<file path="config.mk">
export PLATFORM = sky130hd
export DESIGN_NAME = textbook_rsa_alphabet_encrypt_core
export DESIGN_NICKNAME = d
export VERILOG_FILES = /design/src/design/trsa_pkg.sv /design/src/design/trsa_ram.sv /design/src/design/trsa_div.sv /design/src/design/textbook_rsa_alphabet_encrypt_core.sv
export SDC_FILE = /design/constraint.sdc
export NUM_CORES = 2
export LEC_CHECK = 0
export ABC_AREA = 1
export BUFFER_PORTS_ARGS = -buffer_cell sky130_fd_sc_hd__buf_2
export CORE_MARGIN = 2
export CORE_UTILIZATION = 45
export CTS_BUF_LIST = sky130_fd_sc_hd__clkbuf_16
export DETAILED_ROUTE_END_ITERATION = 8
export PLACE_DENSITY_LB_ADDON = 0.12
export SYNTH_ARGS = -nofsm -noshare
export SYNTH_HDL_FRONTEND = slang
export SYNTH_SLANG_ARGS = --single-unit
</file>
<file path="constraint.sdc">
create_clock -name i_clk -period 14.9 [get_ports i_clk]
set_input_delay 2.235 -clock i_clk [delete_from_list [all_inputs] [get_ports i_clk]]
set_output_delay 2.235 -clock i_clk [all_outputs]
set_load 0.01 [all_outputs]
</file>
<file path="src/design/trsa_pkg.sv">
// ----------------------------------------------------------------------------
// trsa_pkg
// Shared constants, types and helpers of the toy RSA alphabet engine.
// ----------------------------------------------------------------------------
`default_nettype none

package trsa_pkg;

    localparam int ALPHABET_DEPTH = 64;
    localparam int MOD_WIDTH      = 31;
    localparam int ADDR_W         = $clog2(ALPHABET_DEPTH);
    localparam int CNT_W          = $clog2(ALPHABET_DEPTH + 1);
    localparam int LEN_W          = 7;
    localparam int CHAR_W         = 16;
    localparam int SLOT_W         = 6;
    localparam int CMD_W          = 2;
    localparam int STATUS_W       = 3;
    localparam int CFG_IDX_W      = 2;
    localparam int PROD_W         = MOD_WIDTH + ADDR_W;
    localparam int KEYK_W         = MOD_WIDTH + 6;
    localparam int DIV_W          = (PROD_W > KEYK_W) ? PROD_W : KEYK_W;
    localparam int DCNT_W         = $clog2(DIV_W + 1);
    localparam int IN_DATA_W      = 24;
    localparam int OUT_DATA_W     = 64;

    localparam logic [MOD_WIDTH-1:0] MODULUS_RST = MOD_WIDTH'(3233);
    localparam logic [MOD_WIDTH-1:0] TOTIENT_RST = MOD_WIDTH'(3120);
    localparam logic [MOD_WIDTH-1:0] MIN_TOTIENT = MOD_WIDTH'(3);

    localparam logic [CFG_IDX_W-1:0] CFG_MODULUS  = 2'd0;
    localparam logic [CFG_IDX_W-1:0] CFG_TOTIENT  = 2'd1;
    localparam logic [CFG_IDX_W-1:0] CFG_ALPH_LEN = 2'd2;

    typedef enum logic [CMD_W-1:0] {
        CMD_LOAD    = 2'd0,
        CMD_DERIVE  = 2'd1,
        CMD_ENCRYPT = 2'd2,
        CMD_NONE    = 2'd3
    } t_cmd;

    typedef enum logic [STATUS_W-1:0] {
        ST_CIPHER  = 3'd0,
        ST_KEYS    = 3'd1,
        ST_NOT_FND = 3'd2,
        ST_NO_EXP  = 3'd3,
        ST_LOADED  = 3'd4
    } t_status;

    typedef enum logic [3:0] {
        S_IDLE,
        S_FIN,
        S_SRCH,
        S_SRCH_CHK,
        S_EXP,
        S_EXP_DIV,
        S_EXP_WAIT,
        S_GCD,
        S_GCD_WAIT,
        S_D_ADD,
        S_D_DIV,
        S_D_WAIT
    } t_state;

    typedef struct packed {
        logic                 start;
        logic [DIV_W-1:0]     dividend;
        logic [MOD_WIDTH-1:0] divisor;
    } t_div_req;

    typedef struct packed {
        logic                 done;
        logic [DIV_W-1:0]     quot;
        logic [MOD_WIDTH-1:0] rem;
    } t_div_rsp;

    function automatic logic [CHAR_W-1:0] fold_case(input logic [CHAR_W-1:0] c);
        logic [CHAR_W-1:0] r;
        r = c;
        if (c >= 16'h0041 && c <= 16'h005A) begin
            r = c + 16'h0020;
        end else if (c >= 16'h0400 && c <= 16'h040F) begin
            r = c + 16'h0050;
        end else if (c >= 16'h0410 && c <= 16'h042F) begin
            r = c + 16'h0020;
        end else if (c == 16'h04C0) begin
            r = 16'h04CF;
        end else if (c >= 16'h04C1 && c <= 16'h04CE) begin
            r = c[0] ? c + 16'h0001 : c;
        end else if ((c >= 16'h0460 && c <= 16'h0481) ||
                     (c >= 16'h048A && c <= 16'h04BF) ||
                     (c >= 16'h04D0 && c <= 16'h052F)) begin
            r = c[0] ? c : c + 16'h0001;
        end
        return r;
    endfunction

endpackage

`default_nettype wire

</file>
<file path="src/design/trsa_ram.sv">
// ----------------------------------------------------------------------------
// trsa_ram
// Alphabet store: one write port, one read port, registered read data.
// ----------------------------------------------------------------------------
`default_nettype none

module trsa_ram (
    input  wire logic                         i_clk,
    input  wire logic                         i_we,
    input  wire logic [trsa_pkg::ADDR_W-1:0]  i_waddr,
    input  wire logic [trsa_pkg::CHAR_W-1:0]  i_wdata,
    input  wire logic [trsa_pkg::ADDR_W-1:0]  i_raddr,
    output logic      [trsa_pkg::CHAR_W-1:0]  o_rdata
);

    logic [trsa_pkg::CHAR_W-1:0] r_mem [trsa_pkg::ALPHABET_DEPTH];

    always_ff @(posedge i_clk) begin
        if (i_we) begin
            r_mem[i_waddr] <= i_wdata;
        end
    end

    always_ff @(posedge i_clk) begin
        o_rdata <= r_mem[i_raddr];
    end

endmodule

`default_nettype wire

</file>
<file path="src/design/trsa_div.sv">
// ----------------------------------------------------------------------------
// trsa_div
// Restoring divider, one quotient bit per cycle; shared by gcd, key and cipher.
// ----------------------------------------------------------------------------
`default_nettype none

module trsa_div (
    input  wire logic               i_clk,
    input  wire logic               i_rst_n,
    input  wire trsa_pkg::t_div_req i_req,
    output trsa_pkg::t_div_rsp      o_rsp
);

    localparam int MW = trsa_pkg::MOD_WIDTH;
    localparam int DW = trsa_pkg::DIV_W;
    localparam int CW = trsa_pkg::DCNT_W;

    logic          r_busy, n_busy;
    logic          r_done, n_done;
    logic [CW-1:0] r_cnt, n_cnt;
    logic [MW-1:0] r_rem, n_rem;
    logic [DW-1:0] r_quo, n_quo;
    logic [MW-1:0] r_dvs, n_dvs;
    logic [MW:0]   shifted;

    always_comb begin
        n_busy  = r_busy;
        n_done  = 1'b0;
        n_cnt   = r_cnt;
        n_rem   = r_rem;
        n_quo   = r_quo;
        n_dvs   = r_dvs;
        shifted = {r_rem, r_quo[DW-1]};
        if (i_req.start) begin
            n_busy = 1'b1;
            n_cnt  = CW'(DW);
            n_rem  = '0;
            n_quo  = i_req.dividend;
            n_dvs  = i_req.divisor;
        end else if (r_busy) begin
            if (shifted >= {1'b0, r_dvs}) begin
                n_rem = MW'(shifted - {1'b0, r_dvs});
                n_quo = {r_quo[DW-2:0], 1'b1};
            end else begin
                n_rem = shifted[MW-1:0];
                n_quo = {r_quo[DW-2:0], 1'b0};
            end
            n_cnt = r_cnt - CW'(1);
            if (r_cnt == CW'(1)) begin
                n_busy = 1'b0;
                n_done = 1'b1;
            end
        end
    end

    always_ff @(posedge i_clk) begin
        if (!i_rst_n) begin
            r_busy <= 1'b0;
            r_done <= 1'b0;
            r_cnt  <= '0;
        end else begin
            r_busy <= n_busy;
            r_done <= n_done;
            r_cnt  <= n_cnt;
        end
    end

    always_ff @(posedge i_clk) begin
        r_rem <= n_rem;
        r_quo <= n_quo;
        r_dvs <= n_dvs;
    end

    assign o_rsp.done = r_done;
    assign o_rsp.quot = r_quo;
    assign o_rsp.rem  = r_rem;

endmodule

`default_nettype wire

</file>
<file path="src/design/textbook_rsa_alphabet_encrypt_core.sv">
// ----------------------------------------------------------------------------
// textbook_rsa_alphabet_encrypt_core
// Toy RSA engine: alphabet load, key derivation and character encryption.
// ----------------------------------------------------------------------------
// One item is taken at a time; ready is high only while idle, and a finished
// result waits in the output register while the next item is accepted. All
// long work runs through one divider, which yields 37 quotient bits per
// operation. Key derivation runs Euclid remainders over every trial exponent,
// then one division per trial multiple of the totient. An encryption scans
// the alphabet memory entry by entry through its registered read, and then
// does one multiply-mod per unit of the public exponent. The alphabet memory
// is not cleared after reset.
// ----------------------------------------------------------------------------
`default_nettype none

module textbook_rsa_alphabet_encrypt_core (
    input  wire logic                                i_clk,
    input  wire logic                                i_rst_n,
    // config port
    input  wire logic                                i_cfg_we,
    input  wire logic [trsa_pkg::CFG_IDX_W-1:0]      i_cfg_idx,
    input  wire logic [trsa_pkg::MOD_WIDTH-1:0]      i_cfg_data,
    // input items
    input  wire logic                                s_axis_tvalid,
    output logic                                     s_axis_tready,
    input  wire logic [trsa_pkg::IN_DATA_W-1:0]      s_axis_tdata,  // slot, character
    input  wire logic [trsa_pkg::CMD_W-1:0]          s_axis_tuser,  // cmd
    // result items
    output logic                                     m_axis_tvalid,
    input  wire logic                                m_axis_tready,
    output logic      [trsa_pkg::OUT_DATA_W-1:0]     m_axis_tdata,  // value, private_exp
    output logic      [trsa_pkg::STATUS_W-1:0]       m_axis_tuser   // status
);

    localparam int MW = trsa_pkg::MOD_WIDTH;
    localparam int AW = trsa_pkg::ADDR_W;
    localparam int NW = trsa_pkg::CNT_W;
    localparam int HW = trsa_pkg::CHAR_W;
    localparam int PW = trsa_pkg::PROD_W;
    localparam int DW = trsa_pkg::DIV_W;

    trsa_pkg::t_state r_state, n_state;

    logic [MW-1:0]                r_mod, r_tot;
    logic [trsa_pkg::LEN_W-1:0]   r_alen;

    logic [HW-1:0]  r_key, n_key;
    logic [NW-1:0]  r_len, n_len;
    logic [NW-1:0]  r_j, n_j;
    logic [AW-1:0]  r_pos, n_pos;
    logic [MW-1:0]  r_e, n_e;
    logic [MW-1:0]  r_a, n_a;
    logic [MW-1:0]  r_b, n_b;
    logic [DW-1:0]  r_k, n_k;
    logic [MW-1:0]  r_jd, n_jd;
    logic [MW-1:0]  r_c, n_c;
    logic [MW-1:0]  r_h, n_h;
    logic [PW-1:0]  r_prod, n_prod;
    logic [MW-1:0]  r_pub, n_pub;

    logic [trsa_pkg::STATUS_W-1:0] r_res_st, n_res_st;
    logic [MW-1:0]                 r_res_val, n_res_val;
    logic [MW-1:0]                 r_res_prv, n_res_prv;

    logic                          r_out_valid, n_out_valid;
    logic [trsa_pkg::STATUS_W-1:0] r_out_st, n_out_st;
    logic [MW-1:0]                 r_out_val, n_out_val;
    logic [MW-1:0]                 r_out_prv, n_out_prv;

    logic                    accept;
    logic [trsa_pkg::SLOT_W-1:0] in_slot;
    logic [HW-1:0]           in_char;
    logic                    ram_we;
    logic [AW-1:0]           ram_raddr;
    logic [HW-1:0]           ram_rdata;
    trsa_pkg::t_div_req      div_req;
    trsa_pkg::t_div_rsp      div_rsp;

    assign in_slot = s_axis_tdata[trsa_pkg::SLOT_W-1:0];
    assign in_char = s_axis_tdata[trsa_pkg::SLOT_W +: HW];
    assign accept  = s_axis_tvalid && s_axis_tready;
    assign s_axis_tready = (r_state == trsa_pkg::S_IDLE);
    assign ram_we  = accept && (trsa_pkg::t_cmd'(s_axis_tuser) == trsa_pkg::CMD_LOAD) &&
                     (32'(in_slot) < 32'(trsa_pkg::ALPHABET_DEPTH));
    assign ram_raddr = r_j[AW-1:0];

    trsa_ram u_ram (
        .i_clk   (i_clk),
        .i_we    (ram_we),
        .i_waddr (AW'(in_slot)),
        .i_wdata (in_char),
        .i_raddr (ram_raddr),
        .o_rdata (ram_rdata)
    );

    trsa_div u_div (
        .i_clk   (i_clk),
        .i_rst_n (i_rst_n),
        .i_req   (div_req),
        .o_rsp   (div_rsp)
    );

    always_ff @(posedge i_clk) begin
        if (!i_rst_n) begin
            r_mod  <= trsa_pkg::MODULUS_RST;
            r_tot  <= trsa_pkg::TOTIENT_RST;
            r_alen <= '0;
        end else if (i_cfg_we) begin
            case (i_cfg_idx)
                trsa_pkg::CFG_MODULUS:  r_mod  <= i_cfg_data;
                trsa_pkg::CFG_TOTIENT:  r_tot  <= i_cfg_data;
                trsa_pkg::CFG_ALPH_LEN: r_alen <= i_cfg_data[trsa_pkg::LEN_W-1:0];
                default: ;
            endcase
        end
    end

    always_comb begin
        n_state   = r_state;
        n_key     = r_key;
        n_len     = r_len;
        n_j       = r_j;
        n_pos     = r_pos;
        n_e       = r_e;
        n_a       = r_a;
        n_b       = r_b;
        n_k       = r_k;
        n_jd      = r_jd;
        n_c       = r_c;
        n_h       = r_h;
        n_prod    = r_prod;
        n_pub     = r_pub;
        n_res_st  = r_res_st;
        n_res_val = r_res_val;
        n_res_prv = r_res_prv;
        n_out_valid = r_out_valid && !m_axis_tready;
        n_out_st  = r_out_st;
        n_out_val = r_out_val;
        n_out_prv = r_out_prv;
        div_req.start    = 1'b0;
        div_req.dividend = DW'(r_b);
        div_req.divisor  = r_a;

        case (r_state)
            trsa_pkg::S_IDLE: begin
                if (accept) begin
                    n_res_val = '0;
                    n_res_prv = '0;
                    case (trsa_pkg::t_cmd'(s_axis_tuser))
                        trsa_pkg::CMD_LOAD: begin
                            n_res_st = trsa_pkg::ST_LOADED;
                            n_state  = trsa_pkg::S_FIN;
                        end
                        trsa_pkg::CMD_DERIVE: begin
                            if (r_tot < trsa_pkg::MIN_TOTIENT) begin
                                n_pub    = '0;
                                n_res_st = trsa_pkg::ST_NO_EXP;
                                n_state  = trsa_pkg::S_FIN;
                            end else begin
                                n_e     = MW'(2);
                                n_a     = MW'(2);
                                n_b     = r_tot;
                                n_state = trsa_pkg::S_GCD;
                            end
                        end
                        trsa_pkg::CMD_ENCRYPT: begin
                            n_key = trsa_pkg::fold_case(in_char);
                            if (32'(r_alen) > 32'(trsa_pkg::ALPHABET_DEPTH)) begin
                                n_len = NW'(trsa_pkg::ALPHABET_DEPTH);
                            end else begin
                                n_len = NW'(r_alen);
                            end
                            n_j     = '0;
                            n_state = trsa_pkg::S_SRCH;
                        end
                        default: ;
                    endcase
                end
            end
            trsa_pkg::S_FIN: begin
                if (!r_out_valid || m_axis_tready) begin
                    n_out_valid = 1'b1;
                    n_out_st    = r_res_st;
                    n_out_val   = r_res_val;
                    n_out_prv   = r_res_prv;
                    n_state     = trsa_pkg::S_IDLE;
                end
            end
            trsa_pkg::S_SRCH: begin
                if (r_j >= r_len) begin
                    n_res_st = trsa_pkg::ST_NOT_FND;
                    n_state  = trsa_pkg::S_FIN;
                end else begin
                    n_state = trsa_pkg::S_SRCH_CHK;
                end
            end
            trsa_pkg::S_SRCH_CHK: begin
                if (ram_rdata == r_key) begin
                    n_pos    = r_j[AW-1:0];
                    n_res_st = trsa_pkg::ST_CIPHER;
                    if (r_mod == '0) begin
                        n_res_val = '0;
                        n_state   = trsa_pkg::S_FIN;
                    end else begin
                        n_c     = MW'(1);
                        n_h     = '0;
                        n_state = trsa_pkg::S_EXP;
                    end
                end else begin
                    n_j     = r_j + NW'(1);
                    n_state = trsa_pkg::S_SRCH;
                end
            end
            trsa_pkg::S_EXP: begin
                if (r_h == r_pub) begin
                    n_res_val = r_c;
                    n_state   = trsa_pkg::S_FIN;
                end else begin
                    n_prod  = PW'(r_c) * PW'(r_pos);
                    n_state = trsa_pkg::S_EXP_DIV;
                end
            end
            trsa_pkg::S_EXP_DIV: begin
                div_req.start    = 1'b1;
                div_req.dividend = DW'(r_prod);
                div_req.divisor  = r_mod;
                n_state          = trsa_pkg::S_EXP_WAIT;
            end
            trsa_pkg::S_EXP_WAIT: begin
                if (div_rsp.done) begin
                    n_c     = div_rsp.rem;
                    n_h     = r_h + MW'(1);
                    n_state = trsa_pkg::S_EXP;
                end
            end
            trsa_pkg::S_GCD: begin
                if (r_a == '0) begin
                    if (r_b == MW'(1)) begin
                        n_k     = DW'(1);
                        n_jd    = MW'(1);
                        n_state = trsa_pkg::S_D_ADD;
                    end else begin
                        n_e = r_e + MW'(1);
                        n_a = r_e + MW'(1);
                        n_b = r_tot;
                    end
                end else begin
                    div_req.start = 1'b1;
                    n_state       = trsa_pkg::S_GCD_WAIT;
                end
            end
            trsa_pkg::S_GCD_WAIT: begin
                if (div_rsp.done) begin
                    n_b     = r_a;
                    n_a     = div_rsp.rem;
                    n_state = trsa_pkg::S_GCD;
                end
            end
            trsa_pkg::S_D_ADD: begin
                n_k     = r_k + DW'(r_tot);
                n_state = trsa_pkg::S_D_DIV;
            end
            trsa_pkg::S_D_DIV: begin
                div_req.start    = 1'b1;
                div_req.dividend = r_k;
                div_req.divisor  = r_e;
                n_state          = trsa_pkg::S_D_WAIT;
            end
            trsa_pkg::S_D_WAIT: begin
                if (div_rsp.done) begin
                    if (div_rsp.rem == '0 || r_jd == r_e) begin
                        n_pub     = r_e;
                        n_res_st  = trsa_pkg::ST_KEYS;
                        n_res_val = r_e;
                        n_res_prv = (div_rsp.rem == '0) ? div_rsp.quot[MW-1:0] : '0;
                        n_state   = trsa_pkg::S_FIN;
                    end else begin
                        n_jd    = r_jd + MW'(1);
                        n_state = trsa_pkg::S_D_ADD;
                    end
                end
            end
            default: n_state = trsa_pkg::S_IDLE;
        endcase
    end

    always_ff @(posedge i_clk) begin
        if (!i_rst_n) begin
            r_state     <= trsa_pkg::S_IDLE;
            r_out_valid <= 1'b0;
            r_pub       <= '0;
        end else begin
            r_state     <= n_state;
            r_out_valid <= n_out_valid;
            r_pub       <= n_pub;
        end
    end

    always_ff @(posedge i_clk) begin
        r_key     <= n_key;
        r_len     <= n_len;
        r_j       <= n_j;
        r_pos     <= n_pos;
        r_e       <= n_e;
        r_a       <= n_a;
        r_b       <= n_b;
        r_k       <= n_k;
        r_jd      <= n_jd;
        r_c       <= n_c;
        r_h       <= n_h;
        r_prod    <= n_prod;
        r_res_st  <= n_res_st;
        r_res_val <= n_res_val;
        r_res_prv <= n_res_prv;
        r_out_st  <= n_out_st;
        r_out_val <= n_out_val;
        r_out_prv <= n_out_prv;
    end

    assign m_axis_tvalid = r_out_valid;
    assign m_axis_tuser  = r_out_st;
    assign m_axis_tdata  = {{(trsa_pkg::OUT_DATA_W - 2 * MW){1'b0}}, r_out_prv, r_out_val};

endmodule

`default_nettype wire

</file>
==> results.toml <==
[run_status]
status = "finished clean"

[die]
num_rows = 155
io_pins = 133
die_height_um = 426.6
core_um2 = 178000
die_x_um = 426.6
dieArea_um2 = 182000
initial_core_util = 0.4514

[cts]
cts_buffer_depth = 3
cts_hold_buf = 0
clkTransAtPathRegs_ps = 60
insertion_delay_ps = 840
numClockSinks = 1678
post_cts_resized = 0
postCtsSetupBuffers = 0
cts_inserted_buffers = 181
cts_tree = "yes"
root_buffer = "clkbuf_16"
htreeDepth = 4

[route]
vias = 58000
first_pass_iters = 8
drt_iter0_markers = 5352
routedWlPerCell_um = 23.48
detail_route.drc_violations = 0
ant_nets = 0
vias_per_cell = 5.574
drt_wl_total_um = 244300

[synthesis]
synth_top_cell_area_share = 0.5672
ys_types = 69
synth_edf_count = 1518
synth.ff_latch_count = 1678
syn_area_per_cell_um2 = 10.30
yosysSeqAreaShare = 0.6071
synthesis.area_um2 = 80370
yosysTopAreaCell = "edfxtp_1"
synthCells = 7806
synthMostInstantiatedCell = "edfxtp_1"
async_reset_ff_frac = 0
synth_area_leaders = "edfxtp_1 57%, o21ai_0 5.4%, nand2_1 5.2%, nor2_1 5.2%, inv_1 4.2%"
synth-main-ff-cell = "edfxtp_1"
synthTopCellsByCount = "1518 x edfxtp_1, 1114 x nand2_1, 1111 x nor2_1"
yosysWarnings = 0

[timing]
skew_ps = 39.11
setup_viol_count_final = 0
holdWs_ps = 410.5
fin_setup_tns_ps = 0
hold_viol_final = 0
tightest_slew_ps = 1324
fin_ws_ps = 10050
slew_viol_final = 0
rsz0062_at_grt = "false"
slew-limit-headroom = 0.1081
clock.fmax_mhz = 206.4
fin_crit_ps = 4846
fin_crit_sh = 0.3252

[placement]
dp_hpwl_um = 163300
place.gp.congestion = 0.9380
io_buffers = 128
dpl_cell_area_um2 = 83640
pre_cts_slack_ps = 9643

[pwr]
p_int_uw = 8500
seqPwrFrac = 0.482
power_frac_comb = 0.157
vdd_drop_max_uv = 125.0
p_leak_uw = 0.03455
p_sw_frac = 0.2909
netSwitchingPower_uw = 3488
cellPowerDensity_nw_per_um2 = 134.1
clockPowerShare = 0.361

[worst_setup_path]
cp_cell_sequence = "buf_4 > nand2_1 > inv_1 > fa_1 > fa_1 > inv_1 > fa_1 > inv_1 > ha_1 > a21oi_1 > a21boi_0 > o21ai_0 > a21oi_1 > o21ai_0 > a21oi_1 > xnor2_1"
worst-path-stages = 16
crit_slowest_cell = "fa_1"
critPathKind = "flop to flop"
critPathRequiredTime_ps = 15480
worstPathArrival_ps = 5430
timing.critical_path.buf_inv = 4
slowest_delay_ps = 570
critPathLaunchType = "flop"
path_max_fanout = 31
cpLargestDelayFamily = "adder cells"
rr_worst_depth = 16
endpoint_kind = "flop"
r2r_setup_slack_ps = 10050

[grt]
grt_pass1_vias = 55190
grt_pass1_wl_um = 360000
grt_usage = 0.2658
grt_max_degree = 203
antenna_found_initial = 7
grt-ovfl-total = 0

[cells_and_area]
fin_nets = 8222
n_fill_cell = 16260
drive_above_1_share = 0.08005
fin_area_um2 = 89360
area_growth_syn_to_layout_pct = 11.20

[worst_hold_path]
holdPathStages = 0
hp-class = "flop to flop"

[run]
cap_violations = 0
## power groups by stage
stage	clock network [uW]	logic, uW	registers, uW
2_1_floorplan	0	1140	5800
4_1_cts	4410	1890	5780
3_3_place_gp	0	1870	5870
3_5_place_dp	0	1880	5870
5_1_grt	4590	2070	5800
6_report	4330	1880	5780
## cell type report
cell class / instances / area (um2) / share of cell area
clock buffer: 184 / 4604 / 0.05152
tap: 2355 / 2947 / 0.03297
clock inverter: 145 / 1110 / 0.01242
multi-input combinational: 4833 / 26590 / 0.2976
sequential: 1678 / 48790 / 0.5459
inverter: 934 / 3522 / 0.03941
antenna: 5 / 12.51 / 0.0001400
timing repair buffer: 271 / 1792 / 0.02005
## stage by stage
| step | std cells | util | power [uW] |
|---|---|---|---|
| floorplan | 7807 | - | 6942 |
| global placement | 10070 | 0.4698 | 7733 |
| detailed placement | 10070 | 0.4698 | 7754 |
| CTS | 10400 | 0.5019 | 12070 |
| global route | 10400 | 0.5019 | 12460 |
| finish | 10410 | 0.5020 | 11990 |
## worst paths after layout
kind	start	endpoint
max reg2reg	r_pos[4]	r_prod[28]
max	r_pos[4]	r_prod[28]
min	r_res_val[30]	r_out_val[30]
min reg2reg	r_res_val[30]	r_out_val[30]
## worst register-to-register path: cells and delay by family (launching register included)
family / cells / cell delay (ps)
AOI/OAI and AO/OA: 6 / 1570
DFF: 1 / 330
adders and majority gates: 4 / 1920
and+or+nand+nor: 1 / 130
xor gates and xnor gates: 1 / 80
buffers and inverters: 4 / 570
## routing by layer
layer,part of all wire,vias to the layer above,routed length [um],track usage
li1,-,27230,-,-
met1,0.42,28460,101700,0.3475
met2,0.48,1899,118000,0.4459
met3,0.052,411,12600,0.03027
met4,0.049,4,11910,0.1188
met5,0.00012,-,30,0
## kinds of logic (layout without fill, tap and decap cells)
logic type,after synthesis,in the layout,share of synthesized area
buffers and inverters,1296,1534,0.06344
xor gates and xnor gates,128,128,0.01395
other,1,7,0.00004666
AOI/OAI and AO/OA,1745,1745,0.1243
and+or+nand+nor,2699,2699,0.1398
DFF,1678,1678,0.6071
adders and majority gates,259,259,0.05144
## flip-flops by register name, summed over array words and instances (netlist names), 31 cells and up
| signal | count |
|---|---|
| r_k | 37 |
| r_prod | 37 |
| r_tot | 31 |
| r_e | 31 |
| r_h | 31 |
| r_out_prv | 31 |
| r_pub | 31 |
| u_ram.r_mem | 1024 |
| u_div.r_rem | 31 |
| u_div.r_dvs | 31 |
| r_a | 31 |
| r_b | 31 |
| r_c | 31 |
| r_res_prv | 31 |
| r_mod | 31 |
| r_out_val | 31 |
| u_div.r_quo | 37 |
| r_res_val | 31 |
| r_jd | 31 |
## cells in the final DEF (no fill, tap or decap), types with 56 or more instances in the layout
cell,n
nand3_1,172
xor2_1,85
o221ai_1,116
clkbuf_16,184
nor2_1,1104
o21ai_0,864
edfxtp_1,1518
buf_2,127
a21oi_1,275
buf_4,138
o22ai_1,231
o21ai_1,56
fa_1,119
o211ai_1,77
nand4_1,95
inv_1,942
ha_1,140
nor3_1,89
dfxtp_1,160
nand2_1,1114
(Power assumes the default switching activity.)
